### config.mk
export PLATFORM = sky130hd
export DESIGN_NAME = arbt_cfg_regs
export DESIGN_NICKNAME = d
export VERILOG_FILES = /design/src/hdl/arbt_pkg.sv /design/src/hdl/arbt_cfg_regs.sv
export SDC_FILE = /design/constraint.sdc
export NUM_CORES = 1
export LEC_CHECK = 0
export ABC_AREA = 1
export BUFFER_PORTS_ARGS = -buffer_cell sky130_fd_sc_hd__buf_2
export CAP_MARGIN = 20
export CORE_ASPECT_RATIO = 0.9
export CORE_MARGIN = 2
export CORE_UTILIZATION = 55
export DETAILED_ROUTE_END_ITERATION = 8
export GPL_TIMING_DRIVEN = 0
export PLACE_DENSITY = 0.95
export SLEW_MARGIN = 30
export SYNTH_ARGS = -nofsm -noshare
export SYNTH_HDL_FRONTEND = slang
export SYNTH_SLANG_ARGS = --single-unit
### constraint.sdc
create_clock -name i_clk -period 2.6 [get_ports i_clk]
set_input_delay 0.13 -clock i_clk [delete_from_list [all_inputs] [get_ports i_clk]]
set_output_delay 0.13 -clock i_clk [all_outputs]
set_load 0.005 [all_outputs]
### src/hdl/arbt_pkg.sv
// Package for the affine rectangle bounding-box core.
// Holds payload/config structs, register indexes and saturation helpers.
// No dependencies.
package arbt_pkg;

    localparam int DATA_W        = 32;
    localparam int SIZE_W        = 31;
    localparam int PROD_W        = 2 * DATA_W;
    localparam int ACC_W         = PROD_W + 2;
    localparam int FRAC_BITS_DEF = 16;
    localparam int NUM_CORNERS   = 4;
    localparam int CFG_IDX_W     = 3;

    localparam logic [CFG_IDX_W-1:0] REG_COEF_XX  = 3'd0;
    localparam logic [CFG_IDX_W-1:0] REG_COEF_XY  = 3'd1;
    localparam logic [CFG_IDX_W-1:0] REG_OFFSET_X = 3'd2;
    localparam logic [CFG_IDX_W-1:0] REG_COEF_YX  = 3'd3;
    localparam logic [CFG_IDX_W-1:0] REG_COEF_YY  = 3'd4;
    localparam logic [CFG_IDX_W-1:0] REG_OFFSET_Y = 3'd5;

    typedef struct packed {
        logic signed [DATA_W-1:0] rect_left;
        logic signed [DATA_W-1:0] rect_top;
        logic signed [DATA_W-1:0] rect_width;
        logic signed [DATA_W-1:0] rect_height;
    } t_rect_in;

    typedef struct packed {
        logic signed [DATA_W-1:0] box_left;
        logic signed [DATA_W-1:0] box_top;
        logic        [SIZE_W-1:0] box_width;
        logic        [SIZE_W-1:0] box_height;
    } t_box_out;

    typedef struct packed {
        logic signed [DATA_W-1:0] coef_xx;
        logic signed [DATA_W-1:0] coef_xy;
        logic signed [DATA_W-1:0] offset_x;
        logic signed [DATA_W-1:0] coef_yx;
        logic signed [DATA_W-1:0] coef_yy;
        logic signed [DATA_W-1:0] offset_y;
    } t_coefs;

    // per-stage load enables
    typedef struct packed {
        logic s1;
        logic s2;
        logic s3;
        logic s4;
    } t_pipe_en;

    // saturate a signed value of width ACC_W to DATA_W bits
    function automatic logic signed [DATA_W-1:0] sat_acc(input logic signed [ACC_W-1:0] v);
        logic [ACC_W-DATA_W:0]       top_bits;
        logic signed [DATA_W-1:0]    res;
        top_bits = v[ACC_W-1:DATA_W-1];
        if ((&top_bits) || !(|top_bits)) begin
            res = v[DATA_W-1:0];
        end else if (v[ACC_W-1]) begin
            res = {1'b1, {(DATA_W-1){1'b0}}};
        end else begin
            res = {1'b0, {(DATA_W-1){1'b1}}};
        end
        return res;
    endfunction

    function automatic logic signed [DATA_W-1:0] sat_add32(
        input logic signed [DATA_W-1:0] a,
        input logic signed [DATA_W-1:0] b
    );
        logic signed [DATA_W:0]   s;
        logic signed [DATA_W-1:0] res;
        s = {a[DATA_W-1], a} + {b[DATA_W-1], b};
        if (s[DATA_W] == s[DATA_W-1]) begin
            res = s[DATA_W-1:0];
        end else if (s[DATA_W]) begin
            res = {1'b1, {(DATA_W-1){1'b0}}};
        end else begin
            res = {1'b0, {(DATA_W-1){1'b1}}};
        end
        return res;
    endfunction

endpackage

### src/hdl/arbt_cfg_regs.sv
// Configuration register file: six affine coefficients with reset values.
// Depends on arbt_pkg.
module arbt_cfg_regs #(
    parameter int FRAC_BITS = arbt_pkg::FRAC_BITS_DEF
) (
    input  logic                                i_clk,
    input  logic                                i_rst_n,
    input  logic                                i_cfg_valid,
    input  logic [arbt_pkg::CFG_IDX_W-1:0]      i_cfg_index,
    input  logic [arbt_pkg::DATA_W-1:0]         i_cfg_data,
    output logic                                o_cfg_ready,
    output arbt_pkg::t_coefs                    o_coefs
);

    localparam logic signed [arbt_pkg::DATA_W-1:0] ONE =
        arbt_pkg::DATA_W'(1) << FRAC_BITS;

    arbt_pkg::t_coefs r_coefs;

    assign o_cfg_ready = 1'b1;
    assign o_coefs     = r_coefs;

    always_ff @(posedge i_clk) begin
        if (!i_rst_n) begin
            r_coefs.coef_xx  <= ONE;
            r_coefs.coef_xy  <= '0;
            r_coefs.offset_x <= '0;
            r_coefs.coef_yx  <= '0;
            r_coefs.coef_yy  <= ONE;
            r_coefs.offset_y <= '0;
        end else if (i_cfg_valid) begin
            case (i_cfg_index)
                arbt_pkg::REG_COEF_XX:  r_coefs.coef_xx  <= i_cfg_data;
                arbt_pkg::REG_COEF_XY:  r_coefs.coef_xy  <= i_cfg_data;
                arbt_pkg::REG_OFFSET_X: r_coefs.offset_x <= i_cfg_data;
                arbt_pkg::REG_COEF_YX:  r_coefs.coef_yx  <= i_cfg_data;
                arbt_pkg::REG_COEF_YY:  r_coefs.coef_yy  <= i_cfg_data;
                arbt_pkg::REG_OFFSET_Y: r_coefs.offset_y <= i_cfg_data;
                default: ;
            endcase
        end
    end

endmodule

==> results.sh <==
export IMPL_syn_area_sq_mm=0.00757
export IMPL_clk_latency_ns=0.43
export IMPL_finalMaxSlewViolations=0
export IMPL_drcViolationCount=0
export IMPL_worstPathRequired_ns=2.47
export IMPL_antenna_found_initial=1
export IMPL_die_area_sq_mm=0.0147
export IMPL_grt_pass1_wl_microns=37700
export IMPL_num_io_pins=231
export IMPL_post_cts_resized=0
export IMPL_r2r_start="o_coefs[113]"
export IMPL_num_vias=8139
export IMPL_dieHeight_microns=115
export IMPL_setup_viol=0
export IMPL_gr_usage_all_layers_pct=33.2
export IMPL_status="finished clean"
export IMPL_synth_seq_area_share_pct=50.8
export IMPL_tns_ns=0
export IMPL_fin_util_pct=71.5
export IMPL_syn_num_nets=1130
export IMPL_grt_pass1_vias=7483
export IMPL_numClockSinks=192
export IMPL_final_cell_mix="nor2_1, buf_2, nand2_1, nand3_1, dfxtp_1"
export IMPL_yosysWarnings=0
export IMPL_layout_commonest_cell="nor2_1"
export IMPL_end_kind="primary output"
export IMPL_fin_crit_sh_pct=42.5
export IMPL_critPathArrivalTime_ns=0.98
export IMPL_path_delay_family="flip-flops"
export IMPL_grt_overflow_total=0
export IMPL_clockRootBuffer="clkbuf_16"
export IMPL_core_area_sq_mm=0.0134
export IMPL_pwr_density_cell_mw_per_mm2=699
export IMPL_rows=40
export IMPL_drtIter0Drc=830
export IMPL_hold_class="in2reg"
export IMPL_netlist_top_cells_area="dfxtp_1, nor2_1, nand3_1, nand2_1, buf_2"
export IMPL_port_buffers=228
export IMPL_synth_cell_types=14
export IMPL_cts_buffer_depth=2
export IMPL_yosys_register_bits=192
export IMPL_crit_chain="buf_2"
export IMPL_viasPerCell=5.35
export IMPL_cpPeakStageDelay_ns=0.40
export IMPL_postLayoutCellArea_sq_mm=0.00960
export IMPL_hold_violations=0
export IMPL_dp_cells=1488
export IMPL_startpoint="o_coefs[48]"
export IMPL_critPathLaunchType="flip-flop"
export IMPL_die_width_microns=128
export IMPL_rsz0062_at_grt="no"
export IMPL_period_needed_ns=1.11
export IMPL_max_cap_viol_count=0
export IMPL_ir_drop_mv=0.445
export IMPL_syn_to_final_growth_pct=26.8
export IMPL_place_hpwl_microns=17600
export IMPL_largest_reg_flops=192
export IMPL_gp_congestion=0.883
export IMPL_synth_top_cell_by_area="dfxtp_1"
export IMPL_max_slew_margin_pct=53.8
export IMPL_drt_wl_total_microns=24900
export IMPL_crit_fanout=2
export IMPL_worst_pin_slew_ns=0.693
export IMPL_layoutNonFillerInstCount=1522
export IMPL_start_util_pct=56.4
export IMPL_cts_made_buffers=17
export IMPL_cts_tree="built"
export IMPL_ant_nets=0
export IMPL_hold_start="i_rst_n"
export IMPL_avgSynthCellArea_sq_um=6.93
export IMPL_drive_gt1_share_pct=24.0
export IMPL_synth_top_area_share_pct=50.8
export IMPL_hold_ws_ns=0.0773
export IMPL_critPathKind="reg2out"
export IMPL_h_tree_depth=4
export IMPL_grt_start_max_net_pins=17
export IMPL_cts_clk_slew_worst_paths_ns=0.06
export IMPL_cp_num_buf_inv=1
export IMPL_nets=1378
export IMPL_dpl_cell_area_sq_mm=0.00892
export IMPL_cp_slowest_cell="dfxtp_1"
export IMPL_dr_pass1_iters=6
export IMPL_netlist_instances=1092
export IMPL_wire_per_inst_microns=16.3
export IMPL_power_leakage_uw=0.00490
export IMPL_finalClockSkew_ns=0
export IMPL_max_freq_mhz=904
==> repair_timing <==
item | in CTS | in global routing
buffers inserted | 0 | 0
endpoints found under the hold margin | 2 | 0
hold buffers | 1 | 0
==> synthesized netlist by cell type, drive strengths merged <==
master and instances:
nand3 192, buf 55, inv 38, conb 1
nand2 200, o21ai 1, dfxtp 192, nor2 390
clkbuf 23
==> report_power, final <==
| part | switching [uW] | internal [uW] |
|---|---|---|
| clock network | 1110 | 1810 |
| logic | 450 | 237 |
| registers | 60.0 | 3040 |
==> cell type report <==
cell class / instances / area, sq um
antenna: 1 / 2.50
buffer: 78 / 370
clock buffer: 22 / 484
clock inverter: 10 / 179
fill: 1092 / 3820
inverter: 38 / 143
multi-input combinational: 784 / 3210
sequential: 192 / 3840
tap: 168 / 210
timing repair buffer: 229 / 1150
==> through the flow <==
stage                     power, uW  setup slack [ns]
after CTS                      6690              1.49
after detailed placement       3830              1.15
after global routing           6910              1.47
after floorplan                3560              1.66
final                          6710              1.49
after global placement         3810              1.18
==> per-layer routing <==
metal | track usage (%) | part of all wire [%] | vias up
met5 | 0 | 0 | -
met4 | 16.0 | 4.2 | 0
met3 | 9.77 | 10 | 85
met2 | 54.7 | 46 | 456
met1 | 40.1 | 39 | 3707
li1 | - | - | 3891
==> logic make-up (layout without fill, tap and decap cells) <==
family / Yosys count / count (layout) / synth area share [%]
simple gates: 782 / 782 / 42.3
buf+inv: 116 / 377 / 6.78
other cells: 1 / 2 / 0.0495
flops: 192 / 192 / 50.8
compound gates: 1 / 1 / 0.0661
==> worst paths after layout <==
kind	end	slack, ns	cells past startpoint
min	o_coefs[48]	0.08	2
min reg2reg	o_coefs[19]	0.48	2
max reg2reg	o_coefs[113]	1.92	2
max	o_coefs[48]	1.49	1
(Power assumes the default switching activity.)
