===== src/hdl/arbt_pkg.sv =====
// Package for the affine rectangle bounding-box core.
// Holds payload/config structs, register indexes and saturation helpers.
// No dependencies.
package arbt_pkg;

    localparam int DATA_W        = 32;
    localparam int SIZE_W        = 31;
    localparam int PROD_W        = 2 * DATA_W;
    localparam int ACC_W         = PROD_W + 2;
    localparam int FRAC_BITS_DEF = 16;
    localparam int NUM_CORNERS   = 4;
    localparam int CFG_IDX_W     = 3;

    localparam logic [CFG_IDX_W-1:0] REG_COEF_XX  = 3'd0;
    localparam logic [CFG_IDX_W-1:0] REG_COEF_XY  = 3'd1;
    localparam logic [CFG_IDX_W-1:0] REG_OFFSET_X = 3'd2;
    localparam logic [CFG_IDX_W-1:0] REG_COEF_YX  = 3'd3;
    localparam logic [CFG_IDX_W-1:0] REG_COEF_YY  = 3'd4;
    localparam logic [CFG_IDX_W-1:0] REG_OFFSET_Y = 3'd5;

    typedef struct packed {
        logic signed [DATA_W-1:0] rect_left;
        logic signed [DATA_W-1:0] rect_top;
        logic signed [DATA_W-1:0] rect_width;
        logic signed [DATA_W-1:0] rect_height;
    } t_rect_in;

    typedef struct packed {
        logic signed [DATA_W-1:0] box_left;
        logic signed [DATA_W-1:0] box_top;
        logic        [SIZE_W-1:0] box_width;
        logic        [SIZE_W-1:0] box_height;
    } t_box_out;

    typedef struct packed {
        logic signed [DATA_W-1:0] coef_xx;
        logic signed [DATA_W-1:0] coef_xy;
        logic signed [DATA_W-1:0] offset_x;
        logic signed [DATA_W-1:0] coef_yx;
        logic signed [DATA_W-1:0] coef_yy;
        logic signed [DATA_W-1:0] offset_y;
    } t_coefs;

    // per-stage load enables
    typedef struct packed {
        logic s1;
        logic s2;
        logic s3;
        logic s4;
    } t_pipe_en;

    // saturate a signed value of width ACC_W to DATA_W bits
    function automatic logic signed [DATA_W-1:0] sat_acc(input logic signed [ACC_W-1:0] v);
        logic [ACC_W-DATA_W:0]       top_bits;
        logic signed [DATA_W-1:0]    res;
        top_bits = v[ACC_W-1:DATA_W-1];
        if ((&top_bits) || !(|top_bits)) begin
            res = v[DATA_W-1:0];
        end else if (v[ACC_W-1]) begin
            res = {1'b1, {(DATA_W-1){1'b0}}};
        end else begin
            res = {1'b0, {(DATA_W-1){1'b1}}};
        end
        return res;
    endfunction

    function automatic logic signed [DATA_W-1:0] sat_add32(
        input logic signed [DATA_W-1:0] a,
        input logic signed [DATA_W-1:0] b
    );
        logic signed [DATA_W:0]   s;
        logic signed [DATA_W-1:0] res;
        s = {a[DATA_W-1], a} + {b[DATA_W-1], b};
        if (s[DATA_W] == s[DATA_W-1]) begin
            res = s[DATA_W-1:0];
        end else if (s[DATA_W]) begin
            res = {1'b1, {(DATA_W-1){1'b0}}};
        end else begin
            res = {1'b0, {(DATA_W-1){1'b1}}};
        end
        return res;
    endfunction

endpackage


===== src/hdl/arbt_box_stage.sv =====
// Corner sum and bounding-box stage: saturated affine sums per corner,
// then min/max and saturated size into the result register. Depends on arbt_pkg.
module arbt_box_stage (
    input  logic                                        i_clk,
    input  arbt_pkg::t_pipe_en                          i_en,
    input  arbt_pkg::t_coefs                            i_coefs,
    input  logic signed [arbt_pkg::PROD_W-1:0]          i_ax [2],
    input  logic signed [arbt_pkg::PROD_W-1:0]          i_by [2],
    input  logic signed [arbt_pkg::PROD_W-1:0]          i_cx [2],
    input  logic signed [arbt_pkg::PROD_W-1:0]          i_dy [2],
    output arbt_pkg::t_box_out                          o_box
);

    localparam int NC = arbt_pkg::NUM_CORNERS;
    localparam int DW = arbt_pkg::DATA_W;
    localparam int AW = arbt_pkg::ACC_W;
    localparam int SW = arbt_pkg::SIZE_W;

    logic signed [DW-1:0] r_px [NC];
    logic signed [DW-1:0] r_py [NC];
    logic signed [DW-1:0] n_px [NC];
    logic signed [DW-1:0] n_py [NC];
    arbt_pkg::t_box_out   r_box;
    arbt_pkg::t_box_out   n_box;

    // corner k: x index k[1], y index k[0]
    always_comb begin
        for (int k = 0; k < NC; k++) begin
            n_px[k] = arbt_pkg::sat_acc(AW'(i_ax[k/2]) + AW'(i_by[k%2]) + AW'(i_coefs.offset_x));
            n_py[k] = arbt_pkg::sat_acc(AW'(i_cx[k/2]) + AW'(i_dy[k%2]) + AW'(i_coefs.offset_y));
        end
    end

    always_ff @(posedge i_clk) begin
        if (i_en.s3) begin
            r_px <= n_px;
            r_py <= n_py;
        end
    end

    always_comb begin
        logic signed [DW-1:0] minx, maxx, miny, maxy;
        logic signed [DW:0]   dx, dy;
        minx = r_px[0];
        maxx = r_px[0];
        miny = r_py[0];
        maxy = r_py[0];
        for (int k = 1; k < NC; k++) begin
            if (r_px[k] < minx) minx = r_px[k];
            if (r_px[k] > maxx) maxx = r_px[k];
            if (r_py[k] < miny) miny = r_py[k];
            if (r_py[k] > maxy) maxy = r_py[k];
        end
        dx = {maxx[DW-1], maxx} - {minx[DW-1], minx};
        dy = {maxy[DW-1], maxy} - {miny[DW-1], miny};
        n_box.box_left   = minx;
        n_box.box_top    = miny;
        n_box.box_width  = (|dx[DW:SW]) ? {SW{1'b1}} : dx[SW-1:0];
        n_box.box_height = (|dy[DW:SW]) ? {SW{1'b1}} : dy[SW-1:0];
    end

    always_ff @(posedge i_clk) begin
        if (i_en.s4) begin
            r_box <= n_box;
        end
    end

    assign o_box = r_box;

endmodule


===== config.mk =====
export PLATFORM = sky130hd
export DESIGN_NAME = arbt_box_stage
export DESIGN_NICKNAME = d
export VERILOG_FILES = /design/src/hdl/arbt_pkg.sv /design/src/hdl/arbt_box_stage.sv
export SDC_FILE = /design/constraint.sdc
export NUM_CORES = 2
export LEC_CHECK = 0
export BUFFER_PORTS_ARGS = -buffer_cell sky130_fd_sc_hd__clkbuf_2
export CORE_AREA = 2 2 381 572
export DETAILED_ROUTE_END_ITERATION = 8
export DIE_AREA = 0 0 383 574
export REMOVE_ABC_BUFFERS = 1
export SYNTH_ARGS = -nofsm -noshare
export SYNTH_HDL_FRONTEND = slang
export SYNTH_SLANG_ARGS = --single-unit

===== constraint.sdc =====
create_clock -name i_clk -period 17.5 [get_ports i_clk]
set_clock_uncertainty 0.1 [all_clocks]
set_input_delay 0.875 -clock i_clk [delete_from_list [all_inputs] [get_ports i_clk]]
set_output_delay 0.875 -clock i_clk [all_outputs]
set_load 0.005 [all_outputs]

==> results.py <==
metrics = {
    "synthesis": {
        "netlist.area_leader.share_pct": 15.3,
        "synth_edf_count": 382,
        "syn_avg_cell_area_um2": 8.61,
        "synthFlopType": "edfxtp_1",
        "yosysMostFrequentCell": "ha_1",
        "synth-seq-cells": 382,
        "syn-cell-area_um2": 74900,
        "async_reset_ff_share_pct": 0,
        "synth_area_leader_cell": "edfxtp_1",
        "ys_warn_count": 0,
        "synthTopCellsByArea": "edfxtp_1 (15%), ha_1 (15%), fa_1 (14%)",
        "synth.distinct_cells": 103,
        "synth_commonest_cells": "ha_1 (892), a21oi_1 (783), nand2_1 (604), nor2_1 (585), o21ai_0 (548)",
        "ys_seq_area_share_pct": 15.3,
        "synth_cells": 8698,
    },
    "clock_tree": {
        "tritoncts": "yes",
        "path_clk_slew_ps": 60,
        "post-cts-setup-buffer-count": 0,
        "hold_buffers": 0,
        "clock_latency_ps": 630,
        "cts_root_buf": "clkbuf_16",
        "clk_path_buf_depth": 3,
        "cts.sinks": 382,
        "ctsResizeCount": 0,
        "htree_levels": 2,
        "cts_made_buffers": 45,
    },
    "sta": {
        "hold_viol": 0,
        "period_needed_ps": 15360,
        "drv_slew": 0,
        "slew_headroom_pct": 3.57,
        "setup_viol": 0,
        "rsz0062_at_grt": "false",
        "worst_slack_ps": 2140,
        "clock.fmax_mhz": 65.1,
        "tightestPinTransition_ps": 1430,
        "finalCritPeriodShare_pct": 87.8,
    },
    "floorplan": {
        "chipHeight_um": 574,
        "die-area_um2": 220000,
        "die_w_um": 383,
        "io_pins": 835,
        "rows": 209,
        "core_um2": 215000,
        "initial_core_util_pct": 34.8,
    },
    "power_and_ir_drop": {
        "vdd_drop_max_uv": 345,
        "leakage_nw": 35.9,
        "power-per-cell-area_nw_per_um2": 224,
    },
    "setup_path": {
        "path_delay_family": "compound AO/OA/AOI/OAI gates",
        "cp.arrival_ps": 15590,
        "max_stage_delay_ps": 1020,
        "cp.required_ps": 17730,
        "crit_type": "reg -> reg",
        "crit_top_cell": "a21o_1",
        "cp-start-kind": "register",
        "crit_path_end_kind": "register",
        "worst-path-stages": 51,
        "r2r-start": "r_py[90]",
        "worstPathMaxFanout": 58,
        "cp_slowest_cell": "nor4_1",
        "path_buf_inv": 4,
        "startpoint": "r_py[90]",
        "rr_worst_depth": 51,
    },
    "route": {
        "dr.pass1.iters": 8,
        "drc": 0,
        "vias": 72500,
        "drtIter0Drc": 5785,
        "wl_per_cell_um": 27.6,
        "ant_nets": 0,
        "drt_wl_total_um": 333000,
        "via_per_inst": 6.01,
    },
    "grt": {
        "first_global_vias": 73200,
        "grt_pass1_wl_um": 477000,
        "overflow": 0,
        "grt_usage_pct": 29.2,
        "antenna_found_initial": 32,
        "grt_max_degree": 74,
    },
    "finish": {
        "finalInstanceArea_um2": 83000,
        "area_delta_synth_final_pct": 10.8,
        "layout-drive-gt1-share_pct": 12.0,
        "fin_util_pct": 38.6,
        "layout.nets": 11300,
    },
    "placed_design": {
        "dp_hpwl_um": 291000,
        "dpl-instance-area_um2": 81300,
        "place_ws_ps": 2330,
        "port_buffers": 704,
        "gp_congestion": 1.20,
    },
    "min_path": {
        "worstHoldStart": "r_px[20]",
        "timing.hold.worst.class": "reg -> reg",
        "hold_depth": 1,
    },
    "run": {
        "maxCapViolations": 0,
    },
    "status": {
        "status": "complete, no violations",
    },
}
-- stage by stage --
stage	TNS [ps]	cells	hold slack [ps]	total power [mW]
detailed placement	0	12000	577	17.2
finish	0	12100	600	18.6
floorplan	-123660	8348	517	12.7
global route	0	12100	628	20.1
global placement	0	12000	571	17.0
CTS	0	12000	595	18.4
-- layout by cell type (no fill, tap or decap), drive strengths merged, types with 184 or more instances in the layout --
cell / n
mux2i: 281
o21ai: 562
inv: 464
edfxtp: 382
ha: 892
xnor2: 259
a21o: 435
clkbuf: 748
a21oi: 787
nor2: 586
nand4: 224
nand3: 184
xor2: 189
nand2: 604
fa: 522
-- final cells by class --
class	count	area, µm²
fill	21900	132000
sequential	382	11500
tap	2848	3560
inverter	459	1720
clock inverter	33	449
timing repair buffer	772	4070
antenna	18	45.0
multi-input combinational	7507	60500
clock buffer	48	1140
-- power breakdown --
part / switching (mW) / internal (mW) / total [mW]
registers: 0.290 / 1.80 / 2.09
clock network: 0.441 / 0.610 / 1.05
logic: 9.28 / 6.15 / 15.4
-- kinds of logic (layout without fill, tap and decap cells) --
group / after synthesis / after routing / share of synthesized area [%]
AOI/OAI and AO/OA: 2744 / 2744 / 23.9
other: 0 / 18 / 0
buffers and inverters: 809 / 1312 / 4.12
xor gates and xnor gates: 448 / 448 / 5.24
DFF: 382 / 382 / 15.3
adders and majority gates: 1414 / 1414 / 28.9
and+or+nand+nor: 2471 / 2471 / 16.6
muxes: 430 / 430 / 6.00
-- sequential cells by signal, indices dropped and copies added (netlist names) --
register	cells
o_box	126
r_px	128
r_py	128
-- per-layer routing --
layer / track usage (%) / vias to the layer above / wire [µm]
met5: 0 / - / 139
met4: 22.3 / 24 / 30700
met3: 4.43 / 805 / 20800
met2: 51.7 / 3010 / 163000
met1: 30.9 / 35200 / 119000
li1: - / 33500 / -
-- worst paths after layout --
check / end / slack [ps]
min: o_box[114] / 600
min reg2reg: o_box[114] / 600
max: o_box[3] / 2140
max reg2reg: o_box[3] / 2140
Note: power is estimated with default switching activity, not from simulation.
